File: config.mk
export PLATFORM = sky130hd
export DESIGN_NAME = weighted_interleaved_rr_scheduler_unit
export DESIGN_NICKNAME = d
export VERILOG_FILES = /design/src/hdl/wirr_pkg.sv /design/src/hdl/wirr_controller.sv /design/src/hdl/wirr_datapath.sv /design/src/hdl/weighted_interleaved_rr_scheduler_unit.sv
export SDC_FILE = /design/constraint.sdc
export NUM_CORES = 1
export LEC_CHECK = 0
export ABC_CLOCK_PERIOD_IN_PS = 4400
export BUFFER_PORTS_ARGS = -buffer_cell sky130_fd_sc_hd__buf_2
export CAP_MARGIN = 20
export CORE_ASPECT_RATIO = 1.1
export CORE_MARGIN = 2
export CORE_UTILIZATION = 45
export DETAILED_ROUTE_END_ITERATION = 10
export GPL_TIMING_DRIVEN = 0
export PLACE_DENSITY_LB_ADDON = 0.08
export SETUP_SLACK_MARGIN = 0.05
export SYNTH_ARGS = -nofsm -noshare
export SYNTH_HDL_FRONTEND = slang
export SYNTH_SLANG_ARGS = --single-unit
File: constraint.sdc
create_clock -name clock -period 4.4 [get_ports clock]
set_clock_uncertainty 0.1 [all_clocks]
set_input_delay 0.44 -clock clock [delete_from_list [all_inputs] [get_ports clock]]
set_output_delay 0.44 -clock clock [all_outputs]
set_load 0.02 [all_outputs]
File: src/hdl/wirr_pkg.sv
// shared types and constants for the weighted interleaved round-robin scheduler
package wirr_pkg;

   localparam int MODE_W      = 2;
   localparam int QIDX_W      = 2;
   localparam int SERVED_W    = 2;
   localparam int NUMQ_W      = 3;
   localparam int WEIGHT_W    = 8;
   localparam int CSR_INDEX_W = 3;
   localparam int CSR_DATA_W  = 8;
   localparam int REQ_TDATA_W = 8;
   localparam int RSP_TDATA_W = 8;

   localparam int NUM_WEIGHT_REGS = 4;

   localparam logic [MODE_W-1:0] MODE_ENQUEUE = 2'd0;
   localparam logic [MODE_W-1:0] MODE_SELECT  = 2'd1;
   localparam logic [MODE_W-1:0] MODE_RESTART = 2'd2;

   localparam logic [CSR_INDEX_W-1:0] CSR_NUM_QUEUES = 3'd0;
   localparam logic [CSR_INDEX_W-1:0] CSR_WEIGHT_Q0  = 3'd1;
   localparam logic [CSR_INDEX_W-1:0] CSR_WEIGHT_Q3  = 3'd4;

   localparam logic [NUMQ_W-1:0]   NUM_QUEUES_RESET = 3'd4;
   localparam logic [WEIGHT_W-1:0] WEIGHT_RESET     = 8'd1;
   // queues without a weight register get this weight
   localparam logic [WEIGHT_W-1:0] WEIGHT_ABSENT    = 8'd1;

   typedef struct packed {
      logic load;
      logic wrap;
      logic step;
      logic finish;
   } cmd_type;

   typedef struct packed {
      logic wrap_needed;
      logic scan_step;
      logic out_free;
   } sts_type;

endpackage

File: src/hdl/wirr_controller.sv
// request sequencer: accept, wrap and scan steps, result write
module wirr_controller (
   input  logic              clock,
   input  logic              reset,
   input  logic              req_tvalid,
   output logic              req_tready,
   input  wirr_pkg::sts_type sts,
   output wirr_pkg::cmd_type cmd
);
   import wirr_pkg::*;

   typedef enum logic {
      ST_IDLE,
      ST_BUSY
   } state_type;

   state_type state_ff, state_in;
   logic      ready_ff, ready_in;

   assign req_tready = ready_ff;

   always_comb begin
      cmd      = '0;
      state_in = state_ff;
      unique case (state_ff)
         ST_IDLE: begin
            if (req_tvalid && ready_ff) begin
               cmd.load = 1'b1;
               state_in = ST_BUSY;
            end
         end
         ST_BUSY: begin
            priority if (sts.wrap_needed) begin
               cmd.wrap = 1'b1;
            end else if (sts.scan_step) begin
               cmd.step = 1'b1;
            end else if (sts.out_free) begin
               cmd.finish = 1'b1;
               state_in   = ST_IDLE;
            end
         end
         default: state_in = ST_IDLE;
      endcase
      ready_in = (state_in == ST_IDLE);
   end

   always_ff @(posedge clock) begin
      if (reset) begin
         state_ff <= ST_IDLE;
         ready_ff <= 1'b1;
      end else begin
         state_ff <= state_in;
         ready_ff <= ready_in;
      end
   end

   a_cmd_onehot: assert property (@(posedge clock) disable iff (reset)
      $onehot0({cmd.load, cmd.wrap, cmd.step, cmd.finish}))
      else $error("more than one datapath command at once");

   a_idle_only_load: assert property (@(posedge clock) disable iff (reset)
      req_tready |-> (!cmd.wrap && !cmd.step && !cmd.finish))
      else $error("work command while accepting requests");

endmodule

File: src/hdl/wirr_datapath.sv
// scheduler state, config registers, scan index and result register
module wirr_datapath #(
   parameter int NQ         = 4,
   parameter int COUNT_BITS = 16
) (
   input  logic                                 clock,
   input  logic                                 reset,
   input  wirr_pkg::cmd_type                    cmd,
   output wirr_pkg::sts_type                    sts,
   input  logic [wirr_pkg::REQ_TDATA_W-1:0]     req_tdata,
   input  logic [wirr_pkg::MODE_W-1:0]          req_tuser,
   input  logic                                 csr_valid,
   input  logic                                 csr_ready,
   input  logic [wirr_pkg::CSR_INDEX_W-1:0]     csr_index,
   input  logic [wirr_pkg::CSR_DATA_W-1:0]      csr_data,
   output logic                                 rsp_tvalid,
   input  logic                                 rsp_tready,
   output logic [wirr_pkg::RSP_TDATA_W-1:0]     rsp_tdata,
   output logic                                 rsp_tuser
);
   import wirr_pkg::*;

   localparam int PTR_BITS   = $clog2(NQ);
   localparam int IDX_BITS   = PTR_BITS + 1;
   localparam int N_BITS     = $clog2(NQ + 1);
   localparam int TALLY_BITS = $clog2(2 * NQ + 1);
   localparam logic [COUNT_BITS-1:0] COUNT_MAX = {COUNT_BITS{1'b1}};

   // config registers
   logic [NUMQ_W-1:0]   num_queues_ff;
   logic [WEIGHT_W-1:0] weight_ff [NUM_WEIGHT_REGS];
   logic [WEIGHT_W-1:0] weight_vec [NQ];

   // scheduler state
   logic [COUNT_BITS-1:0] count_ff  [NQ];
   logic [COUNT_BITS-1:0] count_in  [NQ];
   logic [WEIGHT_W-1:0]   credit_ff [NQ];
   logic [WEIGHT_W-1:0]   credit_in [NQ];
   logic [NQ-1:0]         done_ff, done_in;
   logic [PTR_BITS-1:0]   pointer_ff, pointer_in;
   logic [TALLY_BITS-1:0] tally_ff, tally_in;

   // per-request working registers
   logic [MODE_W-1:0]   mode_ff;
   logic [IDX_BITS-1:0] idx_ff, idx_in;
   logic [N_BITS-1:0]   scanned_ff, scanned_in;

   // result register
   logic                rsp_valid_ff, rsp_valid_in;
   logic                rsp_granted_ff, rsp_granted_in;
   logic [SERVED_W-1:0] rsp_served_ff, rsp_served_in;
   logic                rsp_reloaded_ff, rsp_reloaded_in;

   logic [N_BITS-1:0]     n_active;
   logic                  in_range;
   logic [PTR_BITS-1:0]   idx_lo;
   logic [COUNT_BITS-1:0] cur_count;
   logic [WEIGHT_W-1:0]   cur_credit;
   logic                  cur_done;
   logic                  is_select;
   logic [IDX_BITS-1:0]   idx_inc;
   logic                  cred_one;
   logic [TALLY_BITS-1:0] tally_mid;
   logic                  reload;
   logic                  grant;

   for (genvar g = 0; g < NQ; g++) begin : g_weight
      if (g < NUM_WEIGHT_REGS) begin : g_reg
         assign weight_vec[g] = weight_ff[g];
      end else begin : g_absent
         assign weight_vec[g] = WEIGHT_ABSENT;
      end
   end

   always_comb begin
      if (num_queues_ff == '0) begin
         n_active = N_BITS'(1);
      end else if (num_queues_ff > NUMQ_W'(NQ)) begin
         n_active = N_BITS'(NQ);
      end else begin
         n_active = N_BITS'(num_queues_ff);
      end
   end

   assign in_range   = idx_ff < IDX_BITS'(NQ);
   assign idx_lo     = idx_ff[PTR_BITS-1:0];
   assign cur_count  = in_range ? count_ff[idx_lo] : '0;
   assign cur_credit = in_range ? credit_ff[idx_lo] : '0;
   assign cur_done   = in_range ? done_ff[idx_lo] : 1'b0;
   assign is_select  = (mode_ff == MODE_SELECT);
   assign idx_inc    = idx_ff + IDX_BITS'(1);

   assign cred_one  = (cur_credit == WEIGHT_W'(1));
   assign tally_mid = tally_ff + TALLY_BITS'(cred_one);
   assign reload    = tally_mid >= TALLY_BITS'(n_active);
   assign grant     = (scanned_ff != n_active);

   // pointer left beyond a reduced queue count is folded back one subtract a cycle
   assign sts.wrap_needed = is_select && (idx_ff >= IDX_BITS'(n_active));
   assign sts.scan_step   = is_select && !sts.wrap_needed && (scanned_ff < n_active)
                            && ((cur_count == '0) || cur_done);
   assign sts.out_free    = !rsp_valid_ff || rsp_tready;

   always_comb begin
      count_in        = count_ff;
      credit_in       = credit_ff;
      done_in         = done_ff;
      pointer_in      = pointer_ff;
      tally_in        = tally_ff;
      idx_in          = idx_ff;
      scanned_in      = scanned_ff;
      rsp_granted_in  = rsp_granted_ff;
      rsp_served_in   = rsp_served_ff;
      rsp_reloaded_in = rsp_reloaded_ff;
      rsp_valid_in    = rsp_valid_ff && !rsp_tready;

      if (cmd.load) begin
         scanned_in = '0;
         if (req_tuser == MODE_ENQUEUE) begin
            idx_in = IDX_BITS'(req_tdata[QIDX_W-1:0]);
         end else begin
            idx_in = IDX_BITS'(pointer_ff) + IDX_BITS'(1);
         end
      end

      if (cmd.wrap) begin
         idx_in = idx_ff - IDX_BITS'(n_active);
      end

      if (cmd.step) begin
         // an empty queue found on the scan closes its round
         if (in_range && !cur_done && cur_count == '0) begin
            tally_in        = tally_ff + TALLY_BITS'(1);
            done_in[idx_lo] = 1'b1;
         end
         idx_in     = (idx_inc >= IDX_BITS'(n_active)) ? '0 : idx_inc;
         scanned_in = scanned_ff + N_BITS'(1);
      end

      if (cmd.finish) begin
         rsp_valid_in    = 1'b1;
         rsp_granted_in  = 1'b0;
         rsp_served_in   = '0;
         rsp_reloaded_in = 1'b0;
         unique case (mode_ff)
            MODE_ENQUEUE: begin
               if (in_range && cur_count != COUNT_MAX) begin
                  count_in[idx_lo] = cur_count + COUNT_BITS'(1);
               end
            end
            MODE_RESTART: begin
               for (int q = 0; q < NQ; q++) begin
                  credit_in[q] = '0;
               end
               done_in = '0;
            end
            MODE_SELECT: begin
               tally_in = tally_mid;
               if (in_range) begin
                  if (cred_one) begin
                     done_in[idx_lo] = 1'b1;
                  end
                  if (cur_credit != '0) begin
                     credit_in[idx_lo] = cur_credit - WEIGHT_W'(1);
                  end
                  if (grant && cur_count != '0) begin
                     count_in[idx_lo] = cur_count - COUNT_BITS'(1);
                  end
               end
               if (reload) begin
                  tally_in = '0;
                  for (int q = 0; q < NQ; q++) begin
                     if (N_BITS'(q) < n_active) begin
                        credit_in[q] = weight_vec[q];
                        done_in[q]   = 1'b0;
                     end
                  end
               end
               pointer_in      = idx_lo;
               rsp_granted_in  = grant;
               rsp_served_in   = grant ? SERVED_W'(idx_ff) : '0;
               rsp_reloaded_in = reload;
            end
            default: begin
            end
         endcase
      end
   end

   always_ff @(posedge clock) begin
      if (reset) begin
         num_queues_ff <= NUM_QUEUES_RESET;
         for (int w = 0; w < NUM_WEIGHT_REGS; w++) begin
            weight_ff[w] <= WEIGHT_RESET;
         end
         for (int q = 0; q < NQ; q++) begin
            count_ff[q]  <= '0;
            credit_ff[q] <= '0;
         end
         done_ff      <= '0;
         pointer_ff   <= '0;
         tally_ff     <= '0;
         rsp_valid_ff <= 1'b0;
      end else begin
         if (csr_valid && csr_ready) begin
            if (csr_index == CSR_NUM_QUEUES) begin
               num_queues_ff <= csr_data[NUMQ_W-1:0];
            end else if (csr_index >= CSR_WEIGHT_Q0 && csr_index <= CSR_WEIGHT_Q3) begin
               weight_ff[2'(csr_index - CSR_WEIGHT_Q0)] <= csr_data[WEIGHT_W-1:0];
            end
         end
         count_ff     <= count_in;
         credit_ff    <= credit_in;
         done_ff      <= done_in;
         pointer_ff   <= pointer_in;
         tally_ff     <= tally_in;
         rsp_valid_ff <= rsp_valid_in;
      end
   end

   always_ff @(posedge clock) begin
      if (cmd.load) begin
         mode_ff <= req_tuser;
      end
      idx_ff          <= idx_in;
      scanned_ff      <= scanned_in;
      rsp_granted_ff  <= rsp_granted_in;
      rsp_served_ff   <= rsp_served_in;
      rsp_reloaded_ff <= rsp_reloaded_in;
   end

   assign rsp_tvalid = rsp_valid_ff;
   assign rsp_tuser  = rsp_granted_ff;
   assign rsp_tdata  = {(RSP_TDATA_W - SERVED_W - 1)'(0), rsp_reloaded_ff, rsp_served_ff};

   a_finish_shows_result: assert property (@(posedge clock) disable iff (reset)
      cmd.finish |=> rsp_tvalid)
      else $error("result register not loaded after finish");

   a_no_grant_zero_queue: assert property (@(posedge clock) disable iff (reset)
      (rsp_tvalid && !rsp_tuser) |-> (rsp_tdata[SERVED_W-1:0] == '0))
      else $error("served queue nonzero without a grant");

   a_non_select_quiet: assert property (@(posedge clock) disable iff (reset)
      (cmd.finish && mode_ff != MODE_SELECT) |=> (!rsp_tuser && rsp_tdata == '0))
      else $error("non-select request produced a grant or reload");

endmodule

File: src/hdl/weighted_interleaved_rr_scheduler_unit.sv
// top level of the weighted interleaved round-robin scheduler
//
// Requests enter on req_: req_tuser carries the mode (enqueue, select, restart)
// and req_tdata the queue index for enqueue. Every request yields exactly one
// response on rsp_: rsp_tuser is the grant flag, rsp_tdata holds the served
// queue and the round-reload flag. Registers (queue count in use, weights of
// queues 0 to 3) are written on csr_; the user must do so only while no
// request is in flight, as the block itself does not enforce this. A select
// first folds back a pointer left beyond a reduced queue count, then scans
// past empty or finished queues, up to the queue count in use; the scan
// visits one queue per cycle. A new request is taken the cycle after the
// previous response is written.
// Reset clears all counts, credits, done flags, the pointer and the tally and
// loads the default registers; requests are accepted in the first cycle
// after reset. The response sits in an output register: while the receiver
// stalls, one further request is accepted and held until that register frees.
module weighted_interleaved_rr_scheduler_unit #(
   parameter int NQ         = 4,
   parameter int COUNT_BITS = 16
) (
   input  logic                             clock,
   input  logic                             reset,
   input  logic                             req_tvalid,
   output logic                             req_tready,
   input  logic [wirr_pkg::REQ_TDATA_W-1:0] req_tdata,   // [1:0] queue_index, rest zero
   input  logic [wirr_pkg::MODE_W-1:0]      req_tuser,   // [1:0] mode
   output logic                             rsp_tvalid,
   input  logic                             rsp_tready,
   output logic [wirr_pkg::RSP_TDATA_W-1:0] rsp_tdata,   // [1:0] served_queue, [2] round_reloaded
   output logic                             rsp_tuser,   // [0] granted
   input  logic                             csr_valid,
   output logic                             csr_ready,
   input  logic [wirr_pkg::CSR_INDEX_W-1:0] csr_index,
   input  logic [wirr_pkg::CSR_DATA_W-1:0]  csr_data
);
   import wirr_pkg::*;

   cmd_type cmd;
   sts_type sts;

   assign csr_ready = 1'b1;

   wirr_controller u_controller (
      .clock      (clock),
      .reset      (reset),
      .req_tvalid (req_tvalid),
      .req_tready (req_tready),
      .sts        (sts),
      .cmd        (cmd)
   );

   wirr_datapath #(
      .NQ         (NQ),
      .COUNT_BITS (COUNT_BITS)
   ) u_datapath (
      .clock      (clock),
      .reset      (reset),
      .cmd        (cmd),
      .sts        (sts),
      .req_tdata  (req_tdata),
      .req_tuser  (req_tuser),
      .csr_valid  (csr_valid),
      .csr_ready  (csr_ready),
      .csr_index  (csr_index),
      .csr_data   (csr_data),
      .rsp_tvalid (rsp_tvalid),
      .rsp_tready (rsp_tready),
      .rsp_tdata  (rsp_tdata),
      .rsp_tuser  (rsp_tuser)
   );

endmodule
==> results.md, run 1 <==
- Post-synthesis sequential area ratio: 39.91%
- CTS max path bufs: 2
- Final core occ: 51.96%
- Minimum clock period: 4.199 ns
- Synth area leader: dfxtp_1
- ANT nets after route: 0
- DR DRC count: 0
- #FFs+latches synth: 156
- Minimum hold slack: 0.1171 ns
- H-tree depth: 4
- Vias: 7207
- Period Utilization, post-route: 95.44%
- Layout cell share with drive strength beyond 1: 17.89%
- Pwr per Cell Area: 330.9 nW/um^2
- RR Startpoint: u_datapath.idx_ff[1]
- Count of pins over their slew limit: 0
- Top_reg_cell synth: dfxtp_1
- Clk Latency, worst-skew pair: 0.44 ns
- Register-to-Register Path Depth: 17
- Synth cell count leaders: dfxtp_1, nor2_1, nand2_1
- Headroom to the max-slew limit: 27.92%
- Top post-synthesis cells by area: dfxtp_1, edfxtp_1, mux2i_1, mux4_2, ha_1
- Nets: 1030
- Synth warn: 0
- Synth Area per Inst: 9.910 sq um
- Via density: 5.831
- Critical path class: reg2reg
- Hold Path Sink: u_datapath.mode_ff[0]
- Hold WC Path Type: in2reg
- CTS root buffer: clkbuf_16
- CTS tree: yes
- EDFF count, synth: 44
- Worst VDD drop: 0.2576 mV
- Hold Violations, Final: 0
- Clock Sinks: 156
- Register-to-register setup slack: 0.20 ns
- First-pass GRT wire length: 39.81 mm
- Post-synth ARST share: 0%
- I/O pin count: 38
- CP Data Required Time: 4.63 ns
- Cts bufs inserted: 17
- Filler Cells Inserted: 1822
- Leak Pwr: 3.900 nW
- Crit-path max FO: 10
- Die Height: 151.7 um
- Largest net degree at the start of global routing: 17
- Area of the mapped netlist: 8929 sq um
- RSZ-0062 raised after global routing: yes
- Startpoint types: flip-flop
- R2R Path End: u_datapath.credit_ff[14]
- Hpwl dp: 18.72 mm
- Die area: 20990 sq um
- Yosys top cell area share: 25.11%
- Worst path slowest cell: mux4_2
- Placement Cell Area: 9413 sq um
- Gr usage total: 24.83%
- Starting DRC count in detailed routing: 485
- Port Buffers: 24
- Worst-path clk slew: 0.06 ns
- Design area: 10220 sq um
- Antenna fix cells: 0
- Die width: 138.3 um
- Area occupied by multi-input gates: 4999 sq um
- Row Count: 54
- Area of the core: 19660 sq um
- CP Data Arrival Time: 4.43 ns
- DR pass1 iterations: 5
- CP cell instances: buf_12 -> buf_12 -> mux4_2 -> nand2_2 -> inv_1 -> ha_1 -> o21a_1 -> ha_1 -> ha_1 -> ha_1 -> a21o_1 -> a211oi_4 -> a211oi_2 -> buf_6 -> clkbuf_4 -> a221oi_1 -> o2bb2ai_1
- # hold bufs at CTS: 0
- Reg area: 3563 sq um
- CP most frequent cell: ha_1
- Worst Path Buf+Inv: 5
- Final non-filler cell total: 1236
- Placed insts: 1184
- Status: completed
- Synthesized instance count: 901
- Fmax: 238.1 MHz
- Worst-margin pin slew: 1.075 ns
- P&R area growth vs syn: 14.42%
- WL/cell: 20.95 um
- Hold path cells: 1
- Max cap viols: 0
- Initial antenna violation count: 0
- Routed wire length: 25.89 mm
- Most frequent cell after synthesis: dfxtp_1
- Crit path largest cell delay: 0.60 ns
- Total gr overflow: 0
- Worst Hold Launch: req_tuser[0]
- Synth cell types: 80
- # setup viols final: 0
- CP delay by family, top: compound AO/OA/AOI/OAI gates
- Vias in the first global route: 6869
- Initial Util: 45.41%
- Setup crit end kind: flip-flop
- GPL Wtd Cong: 0.8513
- Power, Total: 3.380 mW
layout make-up:
| type | count | share of cell area [%] |
|---|---|---|
| Buffer | 57 | 3.748 |
| Sequential cell | 156 | 34.88 |
| Timing Repair Buffer | 49 | 2.964 |
| Inverter | 28 | 1.029 |
| Clock inverter | 13 | 1.127 |
| Tap cell | 252 | 3.086 |
| Clock buffer | 19 | 4.238 |
| Multi-Input combinational cell | 662 | 48.93 |
how the worst max path moves through the flow:
stage / start / endpoint / slack [ns] / depth (start not counted)
2_1_floorplan: u_datapath.idx_ff[1] / u_datapath.credit_ff[13] / 0.09 / 17
3_3_place_gp: u_datapath.idx_ff[2] / u_datapath.credit_ff[15] / -1.17 / 17
3_5_place_dp: u_datapath.idx_ff[2] / u_datapath.credit_ff[15] / -1.19 / 17
4_1_cts: u_datapath.idx_ff[2] / u_datapath.credit_ff[15] / 0.06 / 17
5_1_grt: u_datapath.idx_ff[1] / u_datapath.credit_ff[14] / -0.02 / 18
6_report: u_datapath.idx_ff[1] / u_datapath.credit_ff[14] / 0.20 / 17
per-stage QoR:
stage / setup TNS (ns) / setup WS [ns]
after floorplan: 0 / 0.09409
after global placement: -66.42 / -1.174
after detailed placement: -64.72 / -1.189
after CTS: 0 / 0.05560
after global routing: -0.02055 / -0.02055
final: 0 / 0.2007
power breakdown:
part / switching [mW] / internal, mW / leakage, nW / total, mW
clock network: 0.634 / 0.778 / 0.253 / 1.41
registers: 0.0251 / 1.52 / 1.33 / 1.54
logic: 0.275 / 0.151 / 2.32 / 0.426
what timing repair did:
action                                  4_1_cts  5_1_grt
pin swaps                                     2        3
endpoints found under the setup margin      119       58
setup buffers                                11       10
gates resized for setup                      18       18
sequential cells by signal, indices dropped and copies added (netlist names), named ones only:
register and cells:
u_controller.req_tready 1, u_controller.state_ff 1, u_datapath.count_ff 60, u_datapath.credit_ff 32, u_datapath.done_ff 4, u_datapath.idx_ff 3
u_datapath.mode_ff 2, u_datapath.num_queues_ff 3, u_datapath.pointer_ff 2, u_datapath.rsp_reloaded_ff 1, u_datapath.rsp_served_ff 2, u_datapath.rsp_tuser 1
u_datapath.rsp_tvalid 1, u_datapath.scanned_ff 3, u_datapath.tally_ff 4, u_datapath.weight_ff 32
logic make-up after synthesis:
logic type	after synthesis	share of synthesized area, %
buffers and inverters	87	4.834
other	2	0.08411
and+or+nand+nor	307	18.08
DFF	156	39.91
muxes	94	14.10
adders and majority gates	33	4.708
AOI/OAI and AO/OA	204	16.52
xor gates and xnor gates	18	1.766
cell usage in the layout (no fill, tap or decap), types with 5 or more instances in the layout:
cell | netlist | final
ha_1 | 32 | 32
xnor2_1 | 10 | 10
nor3_4 | 6 | 6
conb_1 | 2 | 6
a211oi_1 | 35 | 32
edfxtp_1 | 44 | 44
nand2_1 | 66 | 65
and2_1 | 38 | 38
mux2i_1 | 65 | 65
nand3_1 | 19 | 19
nand3b_1 | 5 | 5
o211ai_1 | 6 | 6
a22o_1 | 6 | 6
nor2_1 | 99 | 97
mux4_2 | 25 | 25
xor2_1 | 8 | 8
nor3_1 | 13 | 13
a211oi_2 | 5 | 7
o21ai_0 | 24 | 24
buf_2 | 8 | 32
o2bb2ai_1 | 21 | 21
nor3b_1 | 13 | 13
a21oi_1 | 41 | 41
a21o_1 | 17 | 17
buf_4 | 9 | 32
nand4_1 | 6 | 6
and3_1 | 6 | 6
clkbuf_1 | 31 | 26
buf_6 | 6 | 5
o22ai_1 | 7 | 7
inv_1 | 27 | 27
nand2b_1 | 9 | 9
dfxtp_1 | 112 | 112
clkbuf_16 | 0 | 17
layer usage:
| metal | wire length (um) | GRT usage, % |
|---|---|---|
| met2 | 12850 | 43.59 |
| met1 | 11480 | 31.50 |
| met3 | 1015 | 3.865 |
| met4 | 547 | 8.418 |
| met5 | 0 | 0 |
Power figures use the tool's default switching activity.
==> inputs of run 2 (changes only) <==
--- a/config.mk
+++ b/config.mk
@@ -10,7 +10,7 @@
 export CAP_MARGIN = 20
 export CORE_ASPECT_RATIO = 1.1
 export CORE_MARGIN = 2
-export CORE_UTILIZATION = 45
+export CORE_UTILIZATION = 44
 export DETAILED_ROUTE_END_ITERATION = 10
 export GPL_TIMING_DRIVEN = 0
 export PLACE_DENSITY_LB_ADDON = 0.08
==> run 2 against run 1 <==
  * Global-route usage down 0.64 points
  * Sequential share of layout area down 0.46 points
  * Cell area up 1.3%
  * Hold slack worse by 0.0026 ns
  * Non-clock buffer count up 2
  * Count of clock-buffer cells in the layout down 1
  * Critical path type unchanged
  * First-iteration DRC count up 34%
  * Combinational power up 1%
  * Die area up 2.2%
==> results.md, run 2 (synthesis results as in run 1) <==
- Placed insts: 1184 (unchanged)
- Leak Pwr: 3.944 nW (+1.1%)
- Hold Violations, Final: 0 (unchanged)
- Final non-filler cell total: 1238 (+0.16%)
- Worst setup path endpoint: u_datapath.credit_ff[3]
- Cell-internal power: 2.430 mW (-0.68%)
- Top flop regs: u_datapath.count_ff: 60 flops, u_datapath.credit_ff: 32 flops, u_datapath.weight_ff: 32 flops
- Die Height: 153.4 um (+1.1%)
- CP Data Required Time: 4.59 ns (-0.04 ns)
- Comb power frac: 12.7% (about the same)
- # hold bufs at CTS: 0 (unchanged)
- Vias in the first global route: 6939 (+1.0%)
- TNS Setup: 0 ns (unchanged)
- CTS root buffer: clkbuf_16
- Layout cell share with drive strength beyond 1: 19.57% (+1.7 points)
- Cts bufs inserted: 17 (unchanged)
- Register-to-register setup slack: 0.15 ns (-0.05 ns)
- Worst VDD drop: 0.2539 mV (-1.4%)
- # setup viols final: 0 (unchanged)
- Minimum clock period: 4.247 ns (+0.04817 ns)
- Port Buffers: 24 (unchanged)
- Starting DRC count in detailed routing: 649 (+34%)
- Reg power frac: 45.3% (-0.3 points)
- Crit path largest cell delay: 0.48 ns (-0.12 ns)
- Clock network fraction of design power: 42.0% (+0.2 points)
- Total gr overflow: 0 (unchanged)
- Crit-path max FO: 10 (unchanged)
- Placement Cell Area: 9415 sq um (about the same)
- Max cap viols: 0 (unchanged)
- Area of the core: 19860 sq um (+1.0%)
- R2R Path End: u_datapath.credit_ff[3]
- Startpoint types: flip-flop
- Sw power: 0.9669 mW (+3.5%)
- Routed wire length: 25.66 mm (-0.88%)
- Final core occ: 52.12% (+0.16 points)
- Period Utilization, post-route: 96.53% (+1.1 points)
- Initial antenna violation count: 0 (unchanged)
- Worst setup margin: 0.1525 ns (-0.04817 ns)
- First-pass GRT wire length: 39.95 mm (+0.36%)
- Pwr per Cell Area: 328.1 nW/um^2 (-0.84%)
- Most frequent cells in the layout: dfxtp_1, nor2_1, nand2_1, mux2i_1, edfxtp_1
- Design area: 10350 sq um (+1.3%)
- Pre-CTS setup slack: -1.029 ns (+0.1605 ns)
- Worst-margin pin slew: 1.034 ns (-0.04104 ns)
- Die area: 21450 sq um (+2.2%)
- Row Count: 54 (unchanged)
- Power, Total: 3.397 mW (+0.49%)
- H-tree depth: 4 (unchanged)
- GPL Wtd Cong: 0.9081 (+6.7%)
- Nets: 1032 (+0.19%)
- Status: completed
- CTS tree: yes
- Most common cell after layout, fill and taps aside: dfxtp_1
- Setup crit end kind: flip-flop
- Via density: 5.799 (-0.55%)
- Headroom to the max-slew limit: 30.67% (+2.8 points)
- WL/cell: 20.73 um (-1.0%)
- Critical path class: reg2reg
- ANT nets after route: 0 (unchanged)
- CTS max path bufs: 2 (unchanged)
- Switching portion of total power: 28.46% (+0.84 points)
- I/O pin count: 38 (unchanged)
- CP startpoint: u_datapath.idx_ff[0]
- Clk Latency, worst-skew pair: 0.44 ns (about the same)
- Filler Cells Inserted: 1873 (+2.8%)
- Worst-path clk slew: 0.07 ns (about the same)
- DR DRC count: 0 (unchanged)
- Biggest register: u_datapath.count_ff
- Initial Util: 44.95% (-0.46 points)
- Count of pins over their slew limit: 0 (unchanged)
- Max reg flops: 60 (unchanged)
- RR Startpoint: u_datapath.idx_ff[0]
- RSZ-0062 raised after global routing: no
- Hold WC Path Type: in2reg
- Clock Sinks: 156 (unchanged)
- CP Data Arrival Time: 4.44 ns (about the same)
- DR pass1 iterations: 5 (unchanged)
- Die width: 139.8 um (+1.1%)
- Minimum hold slack: 0.1145 ns (-0.002599 ns)
- CP cell instances: buf_12 -> buf_16 -> buf_12 -> mux4_2 -> nor3_4 -> nand2_2 -> nor2_1 -> o21a_1 -> ha_4 -> ha_4 -> ha_1 -> a21o_1 -> a211oi_4 -> buf_4 -> buf_6 -> nor2_4 -> a21o_1 -> a21oi_1 -> a211oi_2
- Antenna fix cells: 0 (unchanged)
- P&R area growth vs syn: 15.95%
- Gr usage total: 24.19% (-0.64 points)
- Fmax: 235.4 MHz (-1.1%)
- Hpwl dp: 18.41 mm (-1.7%)
- Largest net degree at the start of global routing: 17 (unchanged)
- Register-to-Register Path Depth: 19 (+2)
- Vias: 7179 (-0.39%)
- Worst path slowest cell: mux4_2
[run 2: cell types whose count changed in the layout (fill, tap and decap cells not counted), sizes merged]
cell,change
inv,+7
clkbuf,-3
buf,+4
clkinv,-4
bufinv,-1
clkinvlp,-1
[run 2: power by group through the flow]
stage	Clock, mW	Sequential (mW)	Combinational [mW]
detailed placement	0	1.58	0.381
floorplan	0	1.57	0.256
global route	1.49	1.54	0.466
CTS	1.44	1.54	0.406
finish	1.43	1.54	0.431
global placement	0	1.58	0.380
[run 2: per-layer routing]
layer | share of wire [%] | GRT usage (%) | routed length (um)
met1 | 44 | 31.72 | 11250
met2 | 49 | 40.65 | 12620
met3 | 4.2 | 4.104 | 1079
met4 | 2.8 | 7.952 | 714
met5 | 0 | 0 | 0
[run 2: worst min path at each step]
stage	slack (ns)	cells past startpoint	to	start
finish	0.11	1	u_datapath.mode_ff[1]	req_tuser[1]
global route	0.11	1	u_datapath.mode_ff[1]	req_tuser[1]
CTS	0.10	1	u_datapath.mode_ff[1]	req_tuser[1]
detailed placement	0.35	2	u_datapath.count_ff[12]	u_datapath.count_ff[12]
global placement	0.34	2	u_datapath.count_ff[14]	u_datapath.count_ff[14]
floorplan	0.34	2	u_datapath.count_ff[26]	u_datapath.count_ff[26]
[run 2: layout make-up]
class | count | area [sq um] | area share [%]
clock inverters | 14 | 118.9 | 1.148
repair buffers | 50 | 331.6 | 3.203
plain buffers | 58 | 404.1 | 3.904
clock buffers | 18 | 439.2 | 4.242
multi-input cells | 662 | 5075 | 49.02
flip-flops and latches | 156 | 3563 | 34.42
inverters | 28 | 105.1 | 1.015
well taps | 252 | 315.3 | 3.046
[run 2: worst max-delay path: cells and delay by family (launching register included)]
family                   cells  cell delay (ns)
multiplexers                 1             0.48
flip-flops                   1             0.46
AND/OR/NAND/NOR              4             0.50
adder cells (fa/ha/maj)      3             0.62
buffers and inverters        5             0.74
AO/OA/AOI/OAI                6             1.20
[run 2: what timing repair did]
item,CTS,global route
setup endpoints to repair,113,57
setup buffers,12,11
resized for setup,22,34
pin swaps,2,7
==> inputs of run 3 (changes only) <==
--- a/config.mk
+++ b/config.mk
@@ -5,12 +5,13 @@
 export SDC_FILE = /design/constraint.sdc
 export NUM_CORES = 1
 export LEC_CHECK = 0
+export ABC_AREA = 1
 export ABC_CLOCK_PERIOD_IN_PS = 4400
 export BUFFER_PORTS_ARGS = -buffer_cell sky130_fd_sc_hd__buf_2
 export CAP_MARGIN = 20
 export CORE_ASPECT_RATIO = 1.1
 export CORE_MARGIN = 2
-export CORE_UTILIZATION = 44
+export CORE_UTILIZATION = 57
 export DETAILED_ROUTE_END_ITERATION = 10
 export GPL_TIMING_DRIVEN = 0
 export PLACE_DENSITY_LB_ADDON = 0.08
==> run 3 against run 2 <==
  * Hold slack better by 0.010 ns
  * Area after synthesis up 11%
  * First-iteration DRC count up 41%
  * Count of clock-buffer cells in the layout down 1
  * Largest cell class unchanged
  * Non-clock buffer count up 10
==> results.md, run 3 <==
- Synth Area per Inst: 6.811 sq um (-31%)
- Hold Violations, Final: 0 (unchanged)
- Final core occ: 65.52% (+13 points)
- Post-synthesis sequential area ratio: 35.81% (-4.1 points)
- #FFs+latches synth: 156 (unchanged)
- Worst VDD drop: 0.3164 mV (+25%)
- Status: completed
- Period Utilization, post-route: 95.78% (-0.75 points)
- Reg area: 3563 sq um (unchanged)
- First-pass GRT wire length: 46.84 mm (+17%)
- Synth cell count leaders: nand2_1, nor2_1, nand3_1
- Die width: 130.0 um (-7.0%)
- CTS max path bufs: 2 (unchanged)
- Row Count: 50 (-7.4%)
- Area occupied by multi-input gates: 5370 sq um (+5.8%)
- Via density: 5.446 (-6.1%)
- Routed wire length: 29.58 mm (+15%)
- Worst-path clk slew: 0.07 ns (about the same)
- Synth cell types: 48 (-40%)
- RSZ-0062 raised after global routing: no
- Top flop regs: u_datapath.count_ff: 60 flops, u_datapath.credit_ff: 32 flops, u_datapath.weight_ff: 32 flops
- CTS root buffer: clkbuf_16
- Total gr overflow: 0 (unchanged)
- Most common cell after layout, fill and taps aside: nand2_1
- Minimum clock period: 4.214 ns (-0.03298 ns)
- Leak Pwr: 5.007 nW (+27%)
- Synth warn: 0 (unchanged)
- Die Height: 142.6 um (-7.1%)
- Post-synth ARST share: 0% (unchanged)
- Crit-path max FO: 10 (unchanged)
- Pwr per Cell Area: 375.4 nW/um^2 (+14%)
- Filler Cells Inserted: 1589 (-15%)
- Nets: 1580 (+53%)
- Vias in the first global route: 9075 (+31%)
- Antenna fix cells: 0 (unchanged)
- Most frequent cells in the layout: nand2_1, nor2_1, nand3_1, inv_1, a21oi_1
- Power, Total: 4.200 mW (+24%)
- GPL Wtd Cong: 0.9579 (+5.5%)
- H-tree depth: 4 (unchanged)
- Hpwl dp: 21.34 mm (+16%)
- Area of the mapped netlist: 9951 sq um (+11%)
- ANT nets after route: 0 (unchanged)
- Most frequent cell after synthesis: nand2_1
- P&R area growth vs syn: 12.45%
- Critical path class: reg2reg
- Area of the core: 17080 sq um (-14%)
- Headroom to the max-slew limit: 49.79% (+19 points)
- CTS tree: yes
- Top post-synthesis cells by area: dfxtp_1, nand2_1, edfxtp_1, nand3_1, nor2_1
- Worst-margin pin slew: 0.7531 ns (-0.2806 ns)
- # setup viols final: 0 (unchanged)
- Layout cell share with drive strength beyond 1: 13.82% (-5.8 points)
- Top_reg_cell synth: dfxtp_1
- DR pass1 iterations: 6 (+1)
- Port Buffers: 24 (unchanged)
- # hold bufs at CTS: 0 (unchanged)
- Initial antenna violation count: 0 (unchanged)
- Synthesized instance count: 1461 (+62%)
- Gr usage total: 33.24% (+9.0 points)
- Biggest register: u_datapath.count_ff
- Hold WC Path Type: in2reg
- Placed insts: 1723 (+46%)
- Fmax: 237.3 MHz (+0.78%)
- Starting DRC count in detailed routing: 912 (+41%)
- Largest net degree at the start of global routing: 20 (+3)
- Vias: 9629 (+34%)
- Synth area leader: dfxtp_1
- DR DRC count: 0 (unchanged)
- Die area: 18530 sq um (-14%)
- Startpoint types: flip-flop
- Setup crit end kind: flip-flop
- Count of pins over their slew limit: 0 (unchanged)
- I/O pin count: 38 (unchanged)
- Initial Util: 58.26% (+13 points)
- Final non-filler cell total: 1768 (+43%)
- Yosys top cell area share: 22.53% (-2.6 points)
- CP Data Arrival Time: 4.43 ns (about the same)
- CP Data Required Time: 4.61 ns (+0.02 ns)
- Clk Latency, worst-skew pair: 0.44 ns (about the same)
- Max reg flops: 60 (unchanged)
- Max cap viols: 0 (unchanged)
- WL/cell: 16.73 um (-19%)
- EDFF count, synth: 44 (unchanged)
- Cts bufs inserted: 17 (unchanged)
- Clock Sinks: 156 (unchanged)
-- run 3: report_power, final --
| part | total [mW] | switching [mW] | internal (mW) | leakage [nW] |
|---|---|---|---|---|
| combinational | 1.11 | 0.774 | 0.335 | 3.39 |
| sequential | 1.57 | 0.0309 | 1.54 | 1.33 |
| clock | 1.52 | 0.708 | 0.812 | 0.291 |
-- run 3: path summary, 6_finish.rpt --
path,from,end,slack (ns),cells past startpoint
worst max-delay path,u_datapath.idx_ff[0],u_datapath.credit_ff[20],0.19,26
worst min-delay path,req_tuser[0],u_datapath.mode_ff[0],0.12,1
worst max register to register,u_datapath.idx_ff[0],u_datapath.credit_ff[20],0.19,26
worst min register to register,u_datapath.done_ff[2],u_datapath.done_ff[2],0.37,2
-- run 3: area by class of cell --
| cell class | count | share of cell area, % |
|---|---|---|
| Multi-Input combinational cell | 1076 | 47.99 |
| Tap cell | 234 | 2.617 |
| Buffer | 79 | 5.009 |
| Sequential cell | 156 | 31.85 |
| Timing Repair Buffer | 39 | 2.057 |
| Clock inverter | 15 | 1.510 |
| Clock buffer | 17 | 3.802 |
| Inverter | 152 | 5.166 |
-- run 3: cell families after synthesis --
family	after synthesis	share of synthesized area, %
xor gates and xnor gates	16	1.408
and+or+nand+nor	827	37.07
DFF	156	35.81
adders and majority gates	33	4.225
other	2	0.07547
buffers and inverters	233	10.88
AOI/OAI and AO/OA	194	10.54
-- run 3: per-layer routing --
metal / part of all wire (%) / vias up / track usage [%]
met2: 48 / 341 / 56.32
met4: 6.7 / 0 / 21.34
met3: 5.2 / 120 / 4.511
met1: 40 / 4356 / 39.28
li1: - / 4812 / -
met5: 0 / - / 0
-- run 3: through the flow --
| stage | setup TNS (ns) | cell area (sq um) | worst slack, ns | hold WS (ns) |
|---|---|---|---|---|
| 2_1_floorplan | 0 | 9966 | 0.3507 | 0.3371 |
| 3_3_place_gp | -24.05 | 10380 | -1.007 | 0.3514 |
| 3_5_place_dp | -23.68 | 10380 | -0.9760 | 0.3555 |
| 4_1_cts | 0 | 11080 | 0.04229 | 0.1155 |
| 5_1_grt | 0 | 11190 | 0.02592 | 0.1269 |
| 6_report | 0 | 11190 | 0.1855 | 0.1249 |
-- run 3: timing repair --
item	4_1_cts	5_1_grt
setup buffers	8	6
pin swaps	4	3
resized for setup	19	26
endpoints found under the setup margin	37	36
-- run 3: worst max-delay path, cell delays in order (launching register included) --
cell      delay, ns
edfxtp_1       0.41
buf_6          0.16
buf_6          0.15
buf_8          0.16
nor2_1         0.06
nor2_1         0.07
o21ai_0        0.12
a21oi_1        0.26
inv_1          0.11
ha_1           0.20
nand4_1        0.21
inv_1          0.08
ha_2           0.20
ha_4           0.22
ha_1           0.26
o21ai_1        0.06
nand2_1        0.06
nand2_1        0.08
nand2_4        0.07
inv_1          0.07
buf_6          0.14
nor2_4         0.14
inv_2          0.07
clkbuf_8       0.17
or2_2          0.29
nand3_1        0.09
a21oi_1        0.06
